## config.mk

```make
export PLATFORM = sky130hd
export DESIGN_NAME = swr_pwr
export DESIGN_NICKNAME = d
export VERILOG_FILES = /design/src/swr_power_meter_assert.svh /design/src/swr_pkg.sv /design/src/swr_pwr.sv
export SDC_FILE = /design/constraint.sdc
export NUM_CORES = 1
export LEC_CHECK = 0
export BUFFER_PORTS_ARGS = -buffer_cell sky130_fd_sc_hd__buf_2
export CAP_MARGIN = 20
export CORE_ASPECT_RATIO = 1.25
export CORE_MARGIN = 3
export CORE_UTILIZATION = 39
export CTS_BUF_LIST = sky130_fd_sc_hd__clkbuf_2
export CTS_CLUSTER_SIZE = 16
export DETAILED_ROUTE_END_ITERATION = 6
export PLACE_DENSITY = 0.6
export SLEW_MARGIN = 30
export SYNTH_ARGS = -nofsm -noshare
export SYNTH_HDL_FRONTEND = slang
export SYNTH_SLANG_ARGS = --single-unit
```

## constraint.sdc

```tcl
create_clock -name clk_i -period 7.7 [get_ports clk_i]
set_clock_uncertainty 0.2 [all_clocks]
set_input_delay 0.77 -clock clk_i [delete_from_list [all_inputs] [get_ports clk_i]]
set_output_delay 0.77 -clock clk_i [all_outputs]
set_load 0.01 [all_outputs]
```

## src/swr_power_meter_assert.svh

```systemverilog
// assertion macros for the swr power meter
`ifndef SWR_POWER_METER_ASSERT_SVH
`define SWR_POWER_METER_ASSERT_SVH

`define SWR_ASSERT_IMP(lbl, ante, cons) \
  lbl: assert property (@(posedge clk_i) disable iff (!rst_ni) (ante) |-> (cons)) \
    else $error("swr_power_meter: implication failed");

`define SWR_ASSERT_NEVER(lbl, cond) \
  lbl: assert property (@(posedge clk_i) disable iff (!rst_ni) !(cond)) \
    else $error("swr_power_meter: forbidden condition");

`endif

```

## src/swr_pkg.sv

```systemverilog
// shared types and constants of the swr power meter
package swr_pkg;

  localparam int unsigned MV_W   = 14;
  localparam int unsigned CODE_W = 7;
  localparam int unsigned CAL_W  = 37;
  localparam int unsigned PWR_W  = 12;
  localparam int unsigned SWR_W  = 10;

  localparam logic [CODE_W-1:0] QUAD_RESET = 7'd14;
  localparam logic [CODE_W-1:0] LIN_RESET  = 7'd4;
  localparam logic [CODE_W-1:0] MIN_RESET  = 7'd10;

  localparam logic [PWR_W-1:0] POWER_MAX = 12'd4095;
  localparam logic [SWR_W-1:0] SWR_OVER  = 10'd999;

  localparam logic [CAL_W:0] ROUND_HALF = 38'd5000000;
  localparam logic [CAL_W:0] SAT_LIMIT  = 38'd40960000000;
  localparam logic [29:0]    RECIP      = 30'd900719925;
  localparam logic [16:0]    DIV_LO     = 17'd78125;

  typedef enum logic [1:0] {
    CFG_QUAD_GAIN = 2'd0,
    CFG_LIN_GAIN  = 2'd1,
    CFG_MIN_POWER = 2'd2
  } cfg_idx_e;

  typedef struct packed {
    logic             sat;
    logic [PWR_W-1:0] q;
  } pwr_t;

endpackage

```

## src/swr_pwr.sv

```systemverilog
// power in tenths of a watt: rounded divide by 1e7 via reciprocal
module swr_pwr (
  input  logic                      clk_i,
  input  logic [swr_pkg::CAL_W-1:0] pf_i,
  output swr_pkg::pwr_t             pwr_o
);

  logic [swr_pkg::CAL_W:0] x;
  logic [28:0] y_a_q, y_b_q, y_c_q;
  logic        sat_a_q, sat_b_q, sat_c_q;
  logic [58:0] prod_b_q;
  logic [11:0] q0;
  logic [11:0] q0_c_q;
  logic [28:0] t_c_q;
  logic [28:0] r;
  swr_pkg::pwr_t pwr_q;

  assign x  = {1'b0, pf_i} + swr_pkg::ROUND_HALF;
  assign q0 = prod_b_q[57:46];
  assign r  = y_c_q - t_c_q;

  always_ff @(posedge clk_i) begin
    sat_a_q  <= x >= swr_pkg::SAT_LIMIT;
    y_a_q    <= x[35:7];
    prod_b_q <= 59'(y_a_q) * 59'(swr_pkg::RECIP);
    y_b_q    <= y_a_q;
    sat_b_q  <= sat_a_q;
    q0_c_q   <= q0;
    t_c_q    <= 29'(q0) * 29'(swr_pkg::DIV_LO);
    y_c_q    <= y_b_q;
    sat_c_q  <= sat_b_q;
    pwr_q.sat <= sat_c_q;
    pwr_q.q   <= (r >= 29'(swr_pkg::DIV_LO)) ? q0_c_q + 12'd1 : q0_c_q;
  end

  assign pwr_o = pwr_q;

endmodule

```

# == Word level (Yosys, flattened, before mapping) ==
# Cells that the tools add are included.
# word_totals
regBits,202
output_inout_bits,13
elab_cells,19
# op_classes
n_addsub,3
n_mul,2
n_lt_le_gt_ge,2
n_mux,1
# op_table
operator,count
29-bit by 30-bit multiplier with 58-bit output (second input constant),1
37-bit by 23-bit adder with 38-bit output (second input constant),1
38-bit by 36-bit >= comparator with 1-bit output (second input constant),1
29-bit by 17-bit >= comparator with 1-bit output (second input constant),1
12-bit by 17-bit multiplier with 29-bit output (second input constant),1
29-bit subtractor,1
12-bit by 1-bit adder with 12-bit output (second input constant),1
12-bit two-way mux,1

# == Depth between registers and ports, before layout ==
# logic_depth
word_depth,3
depth_mapped,28
mapped_depth_nobuf,28

# == Least setup slack after synthesis ==
# OpenSTA, ideal clock, no wires.
# synth_timing
kind,register to register
startpoint,register y_a_q[3]
endpoint,register prod_b_q[56]
arrival_time_ps,6976
t_required_ps,7428
path_slack_ps,452
path_stages_with_launch,25
n_path_buf,0
cell_sequence,dfxtp_1 inv_1 fa_1 inv_1 fa_1 fa_1 inv_1 fa_1 inv_1 fa_1 fa_1 fa_1 fa_1 ha_1 a211o_1 a2111oi_0 o221ai_1 a21oi_1 nor2_1 o21a_1 and3_1 o21a_1 a211o_1 a21oi_1 xnor2_1
# synth_via
elab_chain_len,1
# synth_rtl
item,line_no,source
from (decl),swr_pwr.sv:9,"logic [28:0] y_a_q, y_b_q, y_c_q;"
from (signal assigned),swr_pwr.sv:24,y_a_q <= x[35:7];
29-bit by 30-bit multiplier with 58-bit output,swr_pwr.sv:25,prod_b_q <= 59'(y_a_q) * 59'(swr_pkg::RECIP);
to (signal assigned),swr_pwr.sv:25,
to (decl),swr_pwr.sv:11,logic [58:0] prod_b_q;
# Every way passes these cells.

# == Worst setup path after layout ==
# layout_timing
startpoint,register y_a_q[6]
endpoint,register prod_b_q[56]
# The elaborated chain is that of the path after synthesis.

==> flow_summary.toml <==
[routing]
drt_iter0_markers = 668
vias = 16200
viasPerCell = 4.88
drc = 0
ant_nets = 0
drt-total-wl_um = 60600
wire_per_inst_um = 18.3
drtPass1Iterations = 7

[synthesis]
synth_edf_count = 0
synth_top_cells_by_area = "fa_1 (36%), ha_1 (24%), dfxtp_1 (13%)"
synth_ff_type = "dfxtp_1"
yosysMostFrequentCell = "inv_1"
async_reset_ff_share_pct = 0
avgSynthCellArea_sq_um = 10.3
synth_area_leader_cell = "fa_1"
synthCells = 2288
yosysSeqAreaShare_pct = 13.1
ys_seq_elements = 154
synth_nets = 3198
yosys_warnings = 0
yosysUniqueCellTypes = 78
syn_area_sq_um = 23600
yosysTopAreaCellShare_pct = 35.6
synthTopCellsByCount = "inv_1 (635), ha_1 (453), fa_1 (419), dfxtp_1 (154), a21oi_1 (75)"

[critical_path]
cp_common_cell = "fa_1"
arrival_ns = 8.29
critPathBufInv = 5
cp-end-kind = "register"
cp_top_family = "adder cells"
criticalPathCategory = "register to register"
cp_max_fo = 5
start_kind = "register"
cp_slowest_cell = "fa_2"
crit_chain = "buf_4 > buf_4 > ha_1 > fa_2 > inv_1 > fa_1 > fa_1 > inv_1 > fa_1 > fa_1 > fa_1 > ha_1 > ha_1 > a21oi_1 > o21ai_0 > a311oi_2 > o41ai_4 > buf_4 > o21a_1 > and3_1 > o21a_1 > a211o_1 > a21oi_2 > xnor2_1"
max_stage_delay_ns = 0.67
crit_required_ns = 8.48

[job]
drv_cap = 0

[clocking]
clock_sinks = 154
clkLatencyLatePin_ns = 1.05
cts_buffers = 17
cts_tree = "yes"
path_clk_slew_ns = 0.31
h-tree-depth = 4
cts_buffer_depth = 2
clockRootBuffer = "clkbuf_2"

[die]
start_util_pct = 39.5
die_x_um = 226
num_rows = 100
die_area_sq_um = 63400
core_area_sq_um = 59700
die_h_um = 281
io_pins = 51

[placement]
io_buffers = 44
place_congestion = 0.933
dp_hpwl_um = 54100
placed_cells = 3226
pre_cts_ws_ns = -0.120

[grt]
grt_pass1_vias = 18100
grt_usage_pct = 20.2
grt_max_degree = 19
grt_first_pass_wirelength_um = 96800
globalRoute.totalOverflow = 0
antenna_found_initial = 1

[timing]
slew_viol_final = 0
holdWs_ns = 0.0904
relSlewSlack_pct = 41.3
worst_slew_pin_slew_ns = 0.879
setup_ws_ns = 0.189
period_share_pct = 97.5
period_needed_ns = 7.51
hold_violations = 0
setup_viol = 0
fmax_ghz = 0.133

[hold_path]
hold_class = "register to register"

[cells_and_area]
area_growth_pct = 14.0
finalNonFillerCells = 3318
drive_above_1_share_pct = 11.5
fin_nets = 3447

[status]
status = "finished clean"
-- worst reg2reg max path, cell delays in order (launching register included) --
cell	delay (ns)
dfxtp_4	0.43
buf_4	0.13
buf_4	0.17
ha_1	0.39
fa_2	0.67
inv_1	0.10
fa_1	0.48
fa_1	0.55
inv_1	0.06
fa_1	0.56
fa_1	0.43
fa_1	0.45
ha_1	0.29
ha_1	0.33
a21oi_1	0.18
o21ai_0	0.17
a311oi_2	0.31
o41ai_4	0.15
buf_4	0.17
o21a_1	0.20
and3_1	0.22
o21a_1	0.21
a211o_1	0.34
a21oi_2	0.14
xnor2_1	0.12
-- registers in the layout (all words and copies together) (netlist names) --
signal    count
y_b_q        27
q0_c_q       10
y_c_q        29
prod_b_q     14
sat_b_q       1
t_c_q        29
sat_a_q       1
sat_c_q       1
pwr_o        13
y_a_q        29
-- worst paths after layout --
check,start,endpoint,slack [ns],depth (start not counted)
max reg2reg,y_a_q[6],prod_b_q[56],0.19,24
min reg2reg,sat_b_q,sat_c_q,0.09,0
min,sat_b_q,sat_c_q,0.09,0
max,y_a_q[6],prod_b_q[56],0.19,24
-- repair_timing --
item | in CTS | in global routing
setup buffers | 0 | 2
cloned | 0 | 0
endpoints found under the setup margin | 4 | 8
hold buffers | 55 | 0
pin swaps | 0 | 21
hold endpoints to repair | 30 | 0
gates resized for setup | 7 | 49
-- cell families (layout without fill, tap and decap cells) --
logic type | Yosys count | in the layout | share of synthesized area [%]
simple gates | 260 | 260 | 5.69
buf+inv | 651 | 913 | 10.4
other cells | 0 | 3 | 0
flops | 154 | 154 | 13.1
mux | 8 | 8 | 0.340
compound gates | 247 | 247 | 7.24
xor+xnor | 96 | 96 | 3.57
fa+ha+maj | 872 | 872 | 59.6
-- cell type report --
cell class                 count  area, sq um
clock buffer                  17         85.1
antenna                        3         7.51
timing repair buffer         246         1920
fill                        5595        32800
sequential                   154         3110
tap                          765          957
multi-input combinational   1483        18200
inverter                     635         2380
clock inverter                15          201
-- layout by cell type, fill, tap and decap left out, types with 19 or more instances in the layout --
master,synthesis,final
dlygate4sd3_1,0,55
a21oi_1,75,72
nand2_1,49,49
buf_2,1,44
nor3_1,23,22
o21ai_0,37,36
xnor2_1,72,72
xor2_1,24,24
ha_1,453,448
nand4_1,19,19
dfxtp_1,154,138
nand3_1,28,27
buf_4,0,143
inv_1,635,634
nor2_1,63,62
fa_1,419,410
a21o_1,35,35
-- layer usage --
metal / track usage (%) / part of all wire, % / vias up
met4: 7.30 / 3.6 / 0
li1: - / - / 7738
met3: 2.73 / 2.6 / 109
met1: 22.8 / 40 / 8092
met2: 38.4 / 54 / 262
met5: 0 / 0 / -
-- metrics by stage --
stage	setup TNS, ns	cell area [sq um]	utilization (%)
floorplan	0	23600	-
global placement	-0.133	25800	43.2
detailed placement	-0.277	25800	43.2
CTS	0	26700	44.7
global route	-0.0124	26900	45.0
finish	0	26900	45.0
Power is not shown: default switching activity piles up to over one toggle a cycle in this logic, so the estimate is an artifact.
