### src/swr_power_meter_assert.svh
// assertion macros for the swr power meter
`ifndef SWR_POWER_METER_ASSERT_SVH
`define SWR_POWER_METER_ASSERT_SVH

`define SWR_ASSERT_IMP(lbl, ante, cons) \
  lbl: assert property (@(posedge clk_i) disable iff (!rst_ni) (ante) |-> (cons)) \
    else $error("swr_power_meter: implication failed");

`define SWR_ASSERT_NEVER(lbl, cond) \
  lbl: assert property (@(posedge clk_i) disable iff (!rst_ni) !(cond)) \
    else $error("swr_power_meter: forbidden condition");

`endif

### src/swr_pkg.sv
// shared types and constants of the swr power meter
package swr_pkg;

  localparam int unsigned MV_W   = 14;
  localparam int unsigned CODE_W = 7;
  localparam int unsigned CAL_W  = 37;
  localparam int unsigned PWR_W  = 12;
  localparam int unsigned SWR_W  = 10;

  localparam logic [CODE_W-1:0] QUAD_RESET = 7'd14;
  localparam logic [CODE_W-1:0] LIN_RESET  = 7'd4;
  localparam logic [CODE_W-1:0] MIN_RESET  = 7'd10;

  localparam logic [PWR_W-1:0] POWER_MAX = 12'd4095;
  localparam logic [SWR_W-1:0] SWR_OVER  = 10'd999;

  localparam logic [CAL_W:0] ROUND_HALF = 38'd5000000;
  localparam logic [CAL_W:0] SAT_LIMIT  = 38'd40960000000;
  localparam logic [29:0]    RECIP      = 30'd900719925;
  localparam logic [16:0]    DIV_LO     = 17'd78125;

  typedef enum logic [1:0] {
    CFG_QUAD_GAIN = 2'd0,
    CFG_LIN_GAIN  = 2'd1,
    CFG_MIN_POWER = 2'd2
  } cfg_idx_e;

  typedef struct packed {
    logic             sat;
    logic [PWR_W-1:0] q;
  } pwr_t;

endpackage

### src/swr_cal.sv
// calibration pipeline: a*v^2 + b*v for both detectors, scaled by 1e8
module swr_cal (
  input  logic                              clk_i,
  input  logic [swr_pkg::CODE_W-1:0]        quad_i,
  input  logic [swr_pkg::CODE_W-1:0]        lin_i,
  input  logic [swr_pkg::MV_W-1:0]          fwd_i,
  input  logic [swr_pkg::MV_W-1:0]          rev_i,
  output logic [swr_pkg::CAL_W-1:0]         pf_o,
  output logic [swr_pkg::CAL_W-1:0]         pr_o
);

  logic [27:0] sq_f_q, sq_r_q;
  logic [20:0] lm_f_q, lm_r_q;
  logic [35:0] a_f_q, a_r_q;
  logic [34:0] b_f_q, b_r_q;
  logic [swr_pkg::CAL_W-1:0] pf_q, pr_q;
  logic [7:0] gain;

  assign gain = 8'd100 + {1'b0, quad_i};

  always_ff @(posedge clk_i) begin
    sq_f_q <= 28'(fwd_i) * 28'(fwd_i);
    sq_r_q <= 28'(rev_i) * 28'(rev_i);
    lm_f_q <= 21'(lin_i) * 21'(fwd_i);
    lm_r_q <= 21'(lin_i) * 21'(rev_i);
    a_f_q  <= 36'(gain) * 36'(sq_f_q);
    a_r_q  <= 36'(gain) * 36'(sq_r_q);
    b_f_q  <= 35'(lm_f_q) * 35'd10000;
    b_r_q  <= 35'(lm_r_q) * 35'd10000;
    pf_q   <= 37'(a_f_q) + 37'(b_f_q);
    pr_q   <= 37'(a_r_q) + 37'(b_r_q);
  end

  assign pf_o = pf_q;
  assign pr_o = pr_q;

endmodule

### config.mk
export PLATFORM = sky130hd
export DESIGN_NAME = swr_cal
export DESIGN_NICKNAME = d
export VERILOG_FILES = /design/src/swr_power_meter_assert.svh /design/src/swr_pkg.sv /design/src/swr_cal.sv
export SDC_FILE = /design/constraint.sdc
export NUM_CORES = 2
export LEC_CHECK = 0
export BUFFER_PORTS_ARGS = -buffer_cell sky130_fd_sc_hd__clkbuf_2
export CAP_MARGIN = 10
export CORE_MARGIN = 3
export CORE_UTILIZATION = 45
export DETAILED_ROUTE_END_ITERATION = 16
export GPL_ROUTABILITY_DRIVEN = 0
export HOLD_SLACK_MARGIN = 0.02
export MAX_ROUTING_LAYER = met4
export PLACE_DENSITY = 0.63
export SLEW_MARGIN = 0
export SYNTH_ARGS = -nofsm -noshare
export SYNTH_HDL_FRONTEND = slang
export SYNTH_SLANG_ARGS = --single-unit
export TNS_END_PERCENT = 10
### constraint.sdc
create_clock -name clk_i -period 15.21 [get_ports clk_i]
set_input_delay 3.042 -clock clk_i [delete_from_list [all_inputs] [get_ports clk_i]]
set_output_delay 3.042 -clock clk_i [all_outputs]
set_load 0.005 [all_outputs]
# --- Word level (Yosys, flattened, before mapping) ---
# Index checks and enable logic that the tools add are counted.
totals:
  reg_bits: 306
  out_inout_bits: 74
  in_bits: 43
  wordCells: 21
classes:
  n_addsub: 3
  n_mul: 8
ops:
  columns: ["cell", "count"]
  rows:
  - ["$add 36x35->37", 2]
  - ["$mul 8x28->36", 2]
  - ["$mul 21x10->31 const B", 2]
  - ["$mul 14x14->28", 2]
  - ["$mul 7x14->21", 2]
  - ["$add 7x7->8 const A", 1]

# --- Depth between registers and ports, before layout ---
depth:
  depth_word: 2
  depth_mapped: 25
  depth_no_buf: 24

# --- Worst setup path after synthesis ---
# No wires, ideal clock.
synth_timing:
  path_type: "input-to-reg"
  start: "input port rev_i[4] (netlist name)"
  end: "register sq_r_q[25]"
  t_arrival_ns: 8.760
  cell_stages: 22
  t_required_ns: 15.138
  slack_ns: 6.378
  setup_time_ns: 0.072
  cell_sequence: "clkbuf_1 > clkbuf_1 > nand2_1 > fa_1 > fa_1 > inv_1 > fa_1 > fa_1 > fa_1 > inv_1 > fa_1 > inv_1 > ha_1 > a21oi_1 > o21ai_0 > a21oi_1 > a21oi_1 > o311ai_0 > o21ai_0 > a21o_1 > a21oi_1 > xnor2_1"
synth_via:
  elab_chain_len: 1
synth_rtl:
  columns: ["element", "line", "source"]
  rows:
  - ["start: declaration", "swr_cal.sv:7", "input logic [swr_pkg::MV_W-1:0] rev_i,"]
  - ["$mul 14x14->28", "swr_cal.sv:23", "sq_r_q <= 28'(rev_i) * 28'(rev_i);"]
  - ["end signal: assignment", "swr_cal.sv:23", null]
  - ["end: declaration", "swr_cal.sv:12", "logic [27:0] sq_f_q, sq_r_q;"]
# No other way between the ends.

# --- Final worst setup path ---
layout_timing:
  start: "input port quad_i[2] (netlist name)"
  end: "register a_r_q[35]"
layout_via:
  elab_chain_len: 2
layout_rtl:
  columns: ["element", "line", "source"]
  rows:
  - ["start: declaration", "swr_cal.sv:4", "input logic [swr_pkg::CODE_W-1:0] quad_i,"]
  - ["$add 7x7->8", "swr_cal.sv:19", "assign gain = 8'd100 + {1'b0, quad_i};"]
  - ["$mul 8x28->36", "swr_cal.sv:27", "a_r_q <= 36'(gain) * 36'(sq_r_q);"]
  - ["end signal: assignment", "swr_cal.sv:27", null]
  - ["end: declaration", "swr_cal.sv:14", "logic [35:0] a_f_q, a_r_q;"]
# No other way between the ends.

==> summary.md <==
| Metric | Value |
|---|---|
| Status | `complete, no violations` |
| Hold Slack | `around 0.33 ns` |
| Die H | `325.4 µm` |
| HPWL after detailed placement | `83.74 mm` |
| Post-layout nets | `~6400` |
| Distinct cells, synth | `73` |
| Top FF cell, synth | `dfxtp_1` |
| Hold wc startpoint | `a_r_q[1]$_DFF_P_` |
| Reg clk slew, reported paths | `0.06 ns` |
| Instance count on the critical path | `20` |
| Drt first-iter violations | `~1500` |
| Worst Hold End | `pr_o[1]$_DFF_P_` |
| Slew at the pin with the worst max-slew slack | `0.9956 ns` |
| Share of layout cells above drive strength 1 | `under 10%` |
| CTS tree | `built` |
| Vias in the first global route | `34372` |
| First-pass GRT wire length | `roughly 180 mm` |
| Final min period | `9.295 ns` |
| Cells after Synth | `just under 5000` |
| Final Max Slew Viols | `0` |
| Seq cells post-synth | `304` |
| EDFF count, synth | `0` |
| Final worst-path cycle share | `61.11%` |
| Cell taking the most area after synthesis | `fa_1` |
| Post-CTS sizing | `0` |
| Yosys top cell area share | `33.23%` |
| Design area | `a little under 0.05 mm²` |
| Post-CTS Setup Inserts | `0` |
| Initial DRT Pass Iterations | `5` |
| H-tree depth | `2` |
| # clock sinks | `304` |
| Worst R2R Path Depth | `14` |
| Slew headroom | `33.63%` |
| Starting density of the core | `a little under half` |
| Synth Area per Inst | `9.252 µm²` |
| Number of hold buffers added after CTS | `0` |
| Detail Route Antenna Nets | `0` |
| DRC | `0` |
| Area post-placement | `0.04780 mm²` |
| Finish-stage setup viols | `0` |
| Critical-path cell list | `clkbuf_2, buf_4, ha_2, a21oi_1, xor2_4, buf_4, and2_1, fa_1, fa_1, fa_1, fa_1, ha_1, o211ai_1, a21oi_1, a311oi_1, a211oi_1, a2111oi_0, nor3b_1, a21boi_0, o311a_1` |
| Fillers | `around 9600` |
| Asr flop ratio synth | `0%` |
| Worst stage delay on the critical path | `0.54 ns` |
| Clock Skew | `0.01988 ns` |
| Port bufs | `116` |
| Register area share after synthesis | `a little over an eighth` |
| Buffers & Inverters on Critical Path | `3` |
| Fmax | `0.1076 GHz` |
| Synth top cells by count | `inv_1, fa_1, ha_1, nand2_1, and2_1` |
| RSZ-0062 raised after global routing | `false` |
| Setup_tns | `0 ns` |
| Largest fanout on the critical path | `56` |
| WHS Path Cells | `0` |
| Critical path arrival | `9.75 ns` |
| Reg2Reg Setup Slack | `9.52 ns` |
| Worst setup SP type | `primary input` |
| Ranking of synthesized cells by area | `fa_1, ha_1, dfxtp_1` |
| Core Area | `0.1006 mm²` |
| # IOs | `117` |
| CTS root buf | `clkbuf_16` |
| WP data required | `15.67 ns` |
| Via count | `32494` |
| Total track usage | `20.79%` |
| Ys Warns | `0` |
| Min-delay worst type | `reg -> reg` |
| WS Path Type | `in -> reg` |
| Number of CTS-inserted buffers | `37` |
| WL final | `slightly above 100 mm` |
| Mapped cell area | `0.04591 mm²` |
| Max cap viols | `0` |
| Area delta synth->final | `6.808%` |
| Largest net degree at the start of global routing | `between 50 and 60` |
| N_diodes | `0` |
| Vias/cell | `about 5.1` |
| Crit-path leading delay family | `adder cells` |
| R2R Path Start | `sq_r_q[10]$_DFF_P_` |
| Most frequent cell after synthesis | `inv_1` |
| CP max-delay cell | `a211oi_1` |
| Worst r2r dst | `a_r_q[35]$_DFF_P_` |
| Die area | `around 0.11 mm²` |
| Most frequent CP cell | `fa_1` |
| Setup crit end kind | `register` |
| Wire per inst | `16.22 µm` |
| Antenna violations before repair | `1` |
| Final Hold Viols | `0` |
| Grt ovf | `0` |
| CTS Buffer Depth | `3` |
| Die Wd | `325.4 µm` |
| Later-pin clock latency in the skew report | `0.57 ns` |
| Core Rows | `between 100 and 150` |
kinds of logic (layout without fill, tap and decap cells):
group,after synthesis,count (layout),share of synthesized area (%)
buf+inv,1080,1128,8.831
flops,304,304,13.26
mux,5,5,0.1172
simple gates,1279,1279,13.98
other cells,2,12,0.01636
compound gates,679,679,9.468
fa+ha+maj,1357,1357,49.45
xor+xnor,256,256,4.884
area by class of cell:
class / count / area [µm²] / area share [%]
clock buffer: 50 / 1026 / 2.092
clock inverter: 17 / 205.2 / 0.4185
inverter: 935 / 3510 / 7.158
multi-input combinational: 3588 / 35850 / 73.12
sequential: 304 / 6086 / 12.41
tap: 1357 / 1698 / 3.463
timing repair buffer: 126 / 655.6 / 1.337
routing by layer:
metal	global-route usage [%]	wire (µm)
met1	29.68	51510
met2	32.32	45980
met3	2.407	4408
met4	3.633	1506
met5	-	0
placed cells by master (no fill, tap or decap), drive strengths merged, types with 16 or more instances in the layout:
cell type,Yosys,layout
fa,762,762
o21a,36,36
nor2b,85,85
nor3,21,21
o21ai,114,114
nand3,49,49
dfxtp,304,304
a21o,109,109
a31oi,26,26
xnor2,178,178
nor2,135,135
xor2,78,78
a21oi,228,228
nand4,21,21
a211oi,28,28
and2,377,377
o21bai,30,30
ha,595,595
clkbuf,143,166
nand2b,36,36
and3,19,19
nand2,484,484
or2,16,16
inv,935,939
worst max-delay path by stage:
| stage | startpoint | endpoint | slack [ns] |
|---|---|---|---|
| final | quad_i[2] | a_r_q[35]$_DFF_P_ | 5.92 |
| after global placement | quad_i[2] | a_r_q[35]$_DFF_P_ | 5.69 |
| after detailed placement | quad_i[2] | a_r_q[35]$_DFF_P_ | 5.49 |
| after CTS | quad_i[2] | a_r_q[35]$_DFF_P_ | 6.07 |
| after global routing | quad_i[2] | a_r_q[35]$_DFF_P_ | 5.59 |
| after floorplan | rev_i[4] | sq_r_q[25]$_DFF_P_ | 6.38 |
through the flow:
stage | setup WS [ns] | utilization, % | instances
4_1_cts | 6.074 | 48.75 | 6377
2_1_floorplan | 6.378 | - | 4972
3_3_place_gp | 5.690 | 47.53 | 6310
6_report | 5.915 | 48.75 | 6377
5_1_grt | 5.588 | 48.75 | 6377
3_5_place_dp | 5.493 | 47.53 | 6310
flip-flops by register name, indices dropped and copies added (netlist names):
register / flops
b_f_q: 31
a_r_q: 36
sq_f_q: 27
a_f_q: 36
lm_r_q: 21
pr_o: 37
b_r_q: 31
pf_o: 37
sq_r_q: 27
lm_f_q: 21
Power is not shown: default switching activity piles up to over one toggle a cycle in this logic, so the estimate is an artifact.
