<file path="config.mk">
export PLATFORM = sky130hd
export DESIGN_NAME = swr_ratio
export DESIGN_NICKNAME = d
export VERILOG_FILES = /design/src/swr_power_meter_assert.svh /design/src/swr_pkg.sv /design/src/swr_ratio.sv
export SDC_FILE = /design/constraint.sdc
export NUM_CORES = 1
export LEC_CHECK = 0
export ABC_AREA = 1
export ABC_CLOCK_PERIOD_IN_PS = 11500
export BUFFER_PORTS_ARGS = -buffer_cell sky130_fd_sc_hd__buf_2
export CAP_MARGIN = 20
export CORE_MARGIN = 2
export CORE_UTILIZATION = 45
export CTS_CLUSTER_SIZE = 16
export DETAILED_ROUTE_END_ITERATION = 10
export PLACE_DENSITY_LB_ADDON = 0.3
export SLEW_MARGIN = 40
export SYNTH_ARGS = -nofsm -noshare
export SYNTH_HDL_FRONTEND = slang
export SYNTH_SLANG_ARGS = --single-unit
export TNS_END_PERCENT = 30
</file>
<file path="constraint.sdc">
create_clock -name clk_i -period 11.5 [get_ports clk_i]
set_input_delay 0.575 -clock clk_i [delete_from_list [all_inputs] [get_ports clk_i]]
set_output_delay 0.575 -clock clk_i [all_outputs]
set_load 0.02 [all_outputs]
</file>
<file path="src/swr_power_meter_assert.svh">
// assertion macros for the swr power meter
`ifndef SWR_POWER_METER_ASSERT_SVH
`define SWR_POWER_METER_ASSERT_SVH

`define SWR_ASSERT_IMP(lbl, ante, cons) \
  lbl: assert property (@(posedge clk_i) disable iff (!rst_ni) (ante) |-> (cons)) \
    else $error("swr_power_meter: implication failed");

`define SWR_ASSERT_NEVER(lbl, cond) \
  lbl: assert property (@(posedge clk_i) disable iff (!rst_ni) !(cond)) \
    else $error("swr_power_meter: forbidden condition");

`endif

</file>
<file path="src/swr_pkg.sv">
// shared types and constants of the swr power meter
package swr_pkg;

  localparam int unsigned MV_W   = 14;
  localparam int unsigned CODE_W = 7;
  localparam int unsigned CAL_W  = 37;
  localparam int unsigned PWR_W  = 12;
  localparam int unsigned SWR_W  = 10;

  localparam logic [CODE_W-1:0] QUAD_RESET = 7'd14;
  localparam logic [CODE_W-1:0] LIN_RESET  = 7'd4;
  localparam logic [CODE_W-1:0] MIN_RESET  = 7'd10;

  localparam logic [PWR_W-1:0] POWER_MAX = 12'd4095;
  localparam logic [SWR_W-1:0] SWR_OVER  = 10'd999;

  localparam logic [CAL_W:0] ROUND_HALF = 38'd5000000;
  localparam logic [CAL_W:0] SAT_LIMIT  = 38'd40960000000;
  localparam logic [29:0]    RECIP      = 30'd900719925;
  localparam logic [16:0]    DIV_LO     = 17'd78125;

  typedef enum logic [1:0] {
    CFG_QUAD_GAIN = 2'd0,
    CFG_LIN_GAIN  = 2'd1,
    CFG_MIN_POWER = 2'd2
  } cfg_idx_e;

  typedef struct packed {
    logic             sat;
    logic [PWR_W-1:0] q;
  } pwr_t;

endpackage

</file>
<file path="src/swr_ratio.sv">
// swr from gamma: overflow test and restoring divide, one quotient bit a stage
module swr_ratio #(
  parameter int unsigned F = 16
) (
  input  logic                      clk_i,
  input  logic [F-1:0]              g_i,
  input  logic                      ovr_i,
  output logic [swr_pkg::SWR_W-1:0] swr_o
);

  localparam int unsigned QB  = swr_pkg::SWR_W;
  localparam int unsigned RW  = F + 9;
  localparam int unsigned DW  = F + 2;
  localparam int unsigned CW  = F + 11;
  localparam int unsigned NW  = F + 15;
  localparam logic [F:0]  ONE = (F + 1)'(1) << F;

  logic [F:0]    n, d;
  logic          big;
  logic [RW-1:0] rem_q [QB+1];
  logic [DW-1:0] dd_q  [QB+1];
  logic [QB-1:0] quo_q [QB+1];
  logic          ovr_q [QB+1];

  assign n   = ONE + {1'b0, g_i};
  assign d   = ONE - {1'b0, g_i};
  assign big = (NW'(n) * NW'(1000)) > (NW'(d) * NW'(9985));

  always_ff @(posedge clk_i) begin
    rem_q[0] <= RW'(RW'(n) * RW'(200)) + RW'(d);
    dd_q[0]  <= {d, 1'b0};
    quo_q[0] <= '0;
    ovr_q[0] <= ovr_i | big;
  end

  for (genvar k = 0; k < QB; k++) begin : g_div
    logic [CW-1:0] cmp;
    logic          ge;
    assign cmp = CW'(dd_q[k]) << (QB - 1 - k);
    assign ge  = CW'(rem_q[k]) >= cmp;
    always_ff @(posedge clk_i) begin
      rem_q[k+1] <= ge ? RW'(CW'(rem_q[k]) - cmp) : rem_q[k];
      dd_q[k+1]  <= dd_q[k];
      quo_q[k+1] <= quo_q[k] | (QB'(ge) << (QB - 1 - k));
      ovr_q[k+1] <= ovr_q[k];
    end
  end

  assign swr_o = ovr_q[QB] ? swr_pkg::SWR_OVER : quo_q[QB];

endmodule

</file>
Word level (Yosys, flattened, before mapping) --
Memories as Yosys holds them, arrays and structs flattened. Cells that the tools add are included.
Cells by class: bitwise logic cells 11, order comparisons 11, add/sub/neg operators 13, multiply operators 3, muxes and demuxes 11
Operator list (number):
- two-way mux 25 bit | 10
- subtractor 25 bit | 3
- > comparator 27 x 31 -> 1 bit | 1
- multiplier 17 x 14 -> 31 bit (second input constant) | 1
- >= comparator 25 x 27 -> 1 bit | 1
- >= comparator 25 x 26 -> 1 bit | 1
- adder 25 x 17 -> 25 bit | 1
- >= comparator 25 x 18 -> 1 bit | 1
- >= comparator 25 x 19 -> 1 bit | 1
- >= comparator 25 x 20 -> 1 bit | 1
- >= comparator 25 x 21 -> 1 bit | 1
- >= comparator 25 x 22 -> 1 bit | 1
- >= comparator 25 x 23 -> 1 bit | 1
- >= comparator 25 x 24 -> 1 bit | 1
- >= comparator 25 bit | 1
- subtractor 25 x 18 -> 25 bit | 1
- subtractor 25 x 19 -> 25 bit | 1
- subtractor 25 x 20 -> 25 bit | 1
- subtractor 25 x 21 -> 25 bit | 1
- subtractor 25 x 22 -> 25 bit | 1
- subtractor 25 x 23 -> 25 bit | 1
- subtractor 25 x 24 -> 25 bit | 1
- multiplier 17 x 7 -> 24 bit (second input constant) | 1
- multiplier 17 x 5 -> 22 bit (second input constant) | 1
- other kinds (14) | 14
Storage, ports and cells: register bits after elaboration 0, memories kept 4, bits in writable memories 594
Memory list:
- rem_q | words 11, width 25, read ports 10, clocked after Yosys merged registers in 0, write ports 11, line swr_ratio.sv:20 | logic [RW-1:0] rem_q [QB+1];
- dd_q | words 11, width 18, read ports 10, clocked after Yosys merged registers in 0, write ports 11, line swr_ratio.sv:21 | logic [DW-1:0] dd_q [QB+1];
- quo_q | words 11, width 10, read ports 11, clocked after Yosys merged registers in 0, write ports 11, line swr_ratio.sv:22 | logic [QB-1:0] quo_q [QB+1];
- ovr_q | words 11, width 1, read ports 11, clocked after Yosys merged registers in 0, write ports 11, line swr_ratio.sv:23 | logic ovr_q [QB+1];

Longest topological paths before layout --
Gate-level depths: netlist (run 1).
depth in word-level cells 4, gate-level depth with buffers 37, depth with buffers taken out 37

Worst setup path after synthesis (run 1) --
OpenSTA, ideal clock, no wires.
kind input to register, start point input port g_i[5], end point memory ovr_q[0], path buffers 0, setup time 0.112 ns, arrival time 6.486 ns, slack 4.902 ns, stages 33, cell sequence inv_1 -> ha_1 -> inv_1 -> nor2_1 -> nand2_1 -> xor2_1 -> fa_1 -> ha_1 -> fa_1 -> ha_1 -> ha_1 -> inv_1 -> fa_1 -> inv_1 -> ha_1 -> nand2_1 -> o21ai_0 -> a21oi_1 -> o31ai_1 -> a21oi_1 -> xor2_1 -> ha_1 -> nand2_1 -> nor2_1 -> nand4_1 -> nor3_1 -> nand3_1 -> nand2_1 -> nor2_1 -> nand2_1 -> nor2_1 -> nand2_1 -> nand2_1
RTL lines:
- start, declared | line swr_ratio.sv:6 | input logic [F-1:0] g_i,
- end, declared | line swr_ratio.sv:23

==> flow_summary.toml, run 1 <==
[global_routing]
grt_max_degree = 37
grt.met3_usage = 0.0348
use_met1 = 0.255
grt-busiest-layer = "met2"
grt_pass1_wl_um = 113000
grt_usage = 0.208
grt_use_met2 = 0.358
grt_pass1_vias = 22210
antenna_found_initial = 1
grt-ovfl-total = 0

[worst_setup_path]
crit_slowest_cell = "fa_1"
cp-end-kind = "register"
worstPathArrival_ns = 7.26
crit_type = "input pin to register"
critical_path.startpoint = "g_i[1]"
r2r-end = "rem_q[5][15]"
worstSetupStartpointType = "input pin"
crit_required_ns = 11.97
rr_startpoint = "rem_q[4][2]"
crit_path_end = "ovr_q[0]"
r2r_setup_slack_ns = 8.66
critical_path.max_stage_delay_ns = 0.53
path_buf_inv = 5
worstSetupPathDepth = 35
cp_max_fo = 7
crit_family = "adder cells"
cpMostUsedCell = "nand2_1"
reg2reg_depth = 11

[synth]
syn_avg_cell_area_sq_um = 8.11
synthXorXnorAreaFrac = 0.0614
synthFlopType = "dfxtp_1"
synthSimpleGateAreaFrac = 0.167
post-synth-top-count-cell = "nand2_1"
synth_top_area_frac = 0.311
synth.area.mux_share = 0
netlist_top_cells_area = "dfxtp_1, ha_1, nand2_1, inv_1, fa_1"
synth_edf_count = 0
ys_seq_area_frac = 0.311
synth_top_area_cell = "dfxtp_1"
synthAdderAreaFrac = 0.244
synth_top_family_by_area = "adder cells"
synth_compound_area_frac = 0.127
synth_nets = 4149
ys_ff_latch = 457
synth.distinct_cells = 61
async_flop_share = 0
yosysWarnings = 0
syn_area_sq_um = 29400
netlist_instances = 3624
ys_top_cells_by_count = "nand2_1, inv_1, dfxtp_1"

[clock_tree]
clockRootBuffer = "clkbuf_16"
cts_sinks = 457
cts_tree = "done"
cts_buffers = 49
cts_resized = 0
clkSlewWorstSetupHoldPaths_ns = 0.07
cts.path.max_buffers = 3
cts_setup_buffers = 0
clock_latency_ns = 0.60
ctsHoldBuffers = 0
h-tree-depth = 2

[job]
max_cap_viol_count = 0

[detailed_routing]
vias = 22542
ant_nets = 0
dr.first_iter.drc_count = 1124
drt_pre_antenna_iters = 6
wl_per_cell_um = 15.0
drc = 0
vias_per_cell = 4.93
drt-total-wl_um = 68500

[die]
io_pins = 28
die_w_um = 260
start_util = 0.456
dieArea_sq_um = 67400
core_sq_um = 64500
die_h_um = 260
core.rowCount = 93

[timing]
finalClockSkew_ns = 0.0384
slew_violations = 0
finalSetupTns_ns = 0
worst_slew_pin_slew_ns = 0.762
rsz0062_at_grt = "false"
period_share = 0.590
max_slew_margin = 0.490
period_minus_slack_ns = 6.79
fmax_mhz = 147
hold_violations = 0
setup_viol = 0

[placement]
placed_area_sq_um = 30400
hpwl_um = 57900
portBuffers = 27
globalplace.congestion = 0.936

[status]
outcome = "complete, no violations"

[hold_path]
hold_path_class = "input pin to register"

[pwr]
leakagePower_nw = 16.1
power_density_nw_per_um2 = 303
ir_drop_mv = 0.220

[finish]
fin_nets = 4206
drive_gt1_frac = 0.0670
areaGrowthSynthToFinish_pct = 9.37
diodes = 0
final_area_sq_um = 32100
-- layout make-up --
cell class	count	area, sq um
tap	855	1070
sequential	457	9150
multi-input combinational	2494	17600
timing repair buffer	32	180
clock inverter	25	314
fill	6268	32300
clock buffer	61	1380
inverter	647	2440
-- metrics by stage --
stage / utilization / setup slack [ns] / hold WS [ns] / power, mW / std cells
floorplan: - / 4.90 / 0.310 / 6.85 / 3624
global placement: 0.472 / 4.07 / 0.310 / 8.11 / 4484
detailed placement: 0.472 / 4.13 / 0.312 / 8.14 / 4484
CTS: 0.498 / 4.74 / 0.304 / 9.81 / 4570
global route: 0.499 / 4.08 / 0.322 / 10.7 / 4571
finish: 0.499 / 4.71 / 0.315 / 9.74 / 4571
-- worst register-to-register path: cells and delay by family (launching register included) --
family | cells | cell delay (ns)
buf+inv | 3 | 0.54
simple gates | 3 | 0.33
flops | 1 | 0.37
compound gates | 4 | 1.09
fa+ha+maj | 1 | 0.38
-- how the worst min path moves through the flow --
stage | startpoint | to | slack [ns] | depth (start not counted)
finish | ovr_i | ovr_q[0] | 0.32 | 3
global route | ovr_i | ovr_q[0] | 0.32 | 3
CTS | ovr_i | ovr_q[0] | 0.30 | 3
detailed placement | ovr_q[6] | ovr_q[7] | 0.31 | 0
global placement | quo_q[5][6] | quo_q[6][6] | 0.31 | 0
floorplan | ovr_q[9] | ovr_q[10] | 0.31 | 0
-- flip-flops by register name, indices dropped and copies added, names as in the netlist --
signal	count
rem_q	250
dd_q	141
ovr_q	11
quo_q	55
-- per-layer routing --
metal | share of wire | up-vias
li1 | - | 11819
met1 | 0.44 | 10161
met2 | 0.47 | 416
met3 | 0.045 | 144
met4 | 0.047 | 2
met5 | 0.00016 | -
-- cell usage in the layout, fill, tap and decap left out, types with 102 or more instances in the layout --
cell	n
inv_1	641
nand2_1	682
nor2_1	199
xor2_1	116
o21ai_0	180
fa_1	109
ha_1	398
dfxtp_1	457
a21oi_1	244
nand3_1	102
-- power breakdown --
part	switching, mW	internal [mW]
Combinational	3.46	2.22
Sequential	0.309	2.14
Clock	0.644	0.971
-- cells by family (layout without fill, tap and decap cells) --
family                   after synthesis  in the layout
flip-flops                           457            457
AND/OR/NAND/NOR                     1147           1147
adder cells (fa/ha/maj)              507            507
buffers and inverters                673            765
AO/OA/AOI/OAI                        635            635
XOR/XNOR                             205            205
No activity file was read; power rests on OpenSTA's default activity.
==> run 2: changes to the inputs <==
--- a/config.mk
+++ b/config.mk
@@ -5,8 +5,8 @@
 export SDC_FILE = /design/constraint.sdc
 export NUM_CORES = 1
 export LEC_CHECK = 0
-export ABC_AREA = 1
-export ABC_CLOCK_PERIOD_IN_PS = 11500
+export ABC_AREA = 0
+export ABC_CLOCK_PERIOD_IN_PS = 6900
 export BUFFER_PORTS_ARGS = -buffer_cell sky130_fd_sc_hd__buf_2
 export CAP_MARGIN = 20
 export CORE_MARGIN = 2
==> constraint.sdc (replaced) <==
create_clock -name clk_i -period 6.9 [get_ports clk_i]
set_input_delay 0.345 -clock clk_i [delete_from_list [all_inputs] [get_ports clk_i]]
set_output_delay 0.345 -clock clk_i [all_outputs]
set_load 0.02 [all_outputs]
==> run 2 against run 1 <==
Largest cell class unchanged; synthesized area shrank 4.4%; final cell count is 11% lower; non-clock buffer count is 122 higher; die area shrank 4.3%; critical path type unchanged; synthesized cell count is 17% lower; highest routed layer is now met4; critical path depth is 3 lower.
==> flow_summary.toml, run 2 <==
[worst_setup_path]
worstSetupStartpointType = "input pin"
cpMostUsedCell = "ha_1"
crit_type = "input pin to register"
crit_slowest_cell = "or4b_2"
cp_max_fo = 3
critical_path.max_stage_delay_ns = 0.63
worstPathArrival_ns = 7.08
cp-end-kind = "register"
crit_required_ns = 7.36

[detailed_routing]
vias_per_cell = 5.05
drt_pre_antenna_iters = 5
ant_nets = 0
drc = 0
vias = 20494
wl_per_cell_um = 14.8
dr.first_iter.drc_count = 908
drt-total-wl_um = 60100

[synth]
synth_top_area_cell = "dfxtp_1"
ys_ff_latch = 457
netlist_instances = 3014
async_flop_share = 0
synthFlopType = "dfxtp_1"
netlist_top_cells_area = "dfxtp_1, ha_1, fa_1, inv_1, xnor2_1"
post-synth-top-count-cell = "dfxtp_1"
synth.distinct_cells = 85
synth_edf_count = 0
synth_nets = 3539
syn_avg_cell_area_sq_um = 9.32
synth_top_area_frac = 0.326
yosysWarnings = 0
syn_area_sq_um = 28100
ys_seq_area_frac = 0.326
ys_top_cells_by_count = "dfxtp_1, inv_1, ha_1"

[timing]
finalClockSkew_ns = 0.0116
setup_viol = 0
hold_violations = 0
slew_violations = 0
finalSetupTns_ns = 0
fmax_mhz = 151
max_slew_margin = 0.423
whs_ns = 0.280
period_minus_slack_ns = 6.62
worst_slew_pin_slew_ns = 0.858
period_share = 0.960

[die]
start_util = 0.455
io_pins = 28
core_sq_um = 61700
die_h_um = 254
die_w_um = 254
core.rowCount = 91
dieArea_sq_um = 64400

[status]
outcome = "complete, no violations"

[finish]
n_fill_cell = 5809
layout_common_cells = "dfxtp_1, inv_1, ha_1"
diodes = 0
fin_nets = 3715
finalCoreUtilization = 0.516
drive_gt1_frac = 0.109
final_area_sq_um = 31800
largest_register_ffs = 250
final_common_cell = "dfxtp_1"
areaGrowthSynthToFinish_pct = 13.3
reg_top3 = "rem_q x250, dd_q x141, quo_q x55"
top_register = "rem_q"

[job]
max_cap_viol_count = 0

[clock_tree]
clkSlewWorstSetupHoldPaths_ns = 0.06
clock_latency_ns = 0.57
clockRootBuffer = "clkbuf_16"
cts.path.max_buffers = 3
cts_sinks = 457
cts_buffers = 48
cts_tree = "done"
h-tree-depth = 2

[placement]
hpwl_um = 49600
globalplace.congestion = 0.905
portBuffers = 27
placed_area_sq_um = 30200

[pwr]
power_density_nw_per_um2 = 494
p_total_mw = 15.7
leakagePower_nw = 15.3
ir_drop_mv = 0.242

[global_routing]
grt_usage = 0.190
grt_max_degree = 35
grt_pass1_vias = 20026
antenna_found_initial = 0
grt_pass1_wl_um = 99100
grt-ovfl-total = 0

[hold_path]
hold_path_class = "input pin to register"
==> run 2: cell count changes after synthesis, sizes merged, moves of 36 or more <==
cell    change
nor2       -37
nor2b      +45
xor2       -38
mux2       +54
a21oi      -65
nand2b     +41
a21o       +58
xnor2      +36
o21ai     -119
inv       -191
nand2     -569
nand3      -57
o21a       +38
==> run 2: routing by layer <==
metal / vias up / GRT usage / share of wire
met4: 0 / 0.0598 / 0.027
met1: 9491 / 0.242 / 0.46
li1: 10650 / - / -
met3: 95 / 0.0208 / 0.028
met2: 258 / 0.335 / 0.48
met5: - / 0 / 0
==> run 2: final cells by class <==
cell class	count	area, sq um	share of cell area
timing repair buffer	154	1090	0.0344
clock buffer	64	1360	0.0428
multi-input combinational	2073	17200	0.541
inverter	456	1730	0.0545
clock inverter	19	229	0.00719
sequential	457	9150	0.287
tap	837	1050	0.0329
==> run 2: path summary, 6_finish.rpt <==
path	start	endpoint	slack, ns	cells after the start
worst max-delay path	g_i[1]	ovr_q[0]	0.28	32
worst min-delay path	g_i[0]	rem_q[0][0]	0.28	3
worst max register to register	rem_q[5][2]	rem_q[6][9]	3.31	10
worst min register to register	ovr_q[7]	ovr_q[8]	0.32	0
==> run 2: worst max-delay path, delay by kind of cell <==
| kind | cells | cell delay [ns] |
|---|---|---|
| AND/OR/NAND/NOR | 7 | 1.28 |
| buffers and inverters | 6 | 0.60 |
| adder cells (fa/ha/maj) | 9 | 2.92 |
| XOR/XNOR | 2 | 0.38 |
| AO/OA/AOI/OAI | 8 | 1.53 |
==> run 2: power breakdown <==
group | switching [mW] | leakage, nW | internal, mW
sequential | 0.501 | 3.84 | 3.57
combinational | 4.81 | 10.7 | 4.29
clock | 1.03 | 0.780 | 1.54
==> run 2: timing repair <==
item                                   4_1_cts  5_1_grt
resized for setup                            0        7
endpoints found under the hold margin        1        0
setup endpoints to repair                    0        1
buffers inserted                             0        4
hold buffers                                 1        0
==> run 2: kinds of logic after synthesis <==
logic type,after synthesis,synth area share
compound gates,632,0.143
buf+inv,484,0.0661
fa+ha+maj,510,0.256
mux,65,0.0256
simple gates,663,0.119
flops,457,0.326
xor+xnor,203,0.0640
==> run 2: per-stage QoR <==
step                      setup slack (ns)  std cells
after detailed placement            -0.377       3972
after global routing               -0.0272       4060
after global placement              -0.222       3972
after CTS                            0.239       4056
final                                0.276       4060
after floorplan                     0.0127       3014
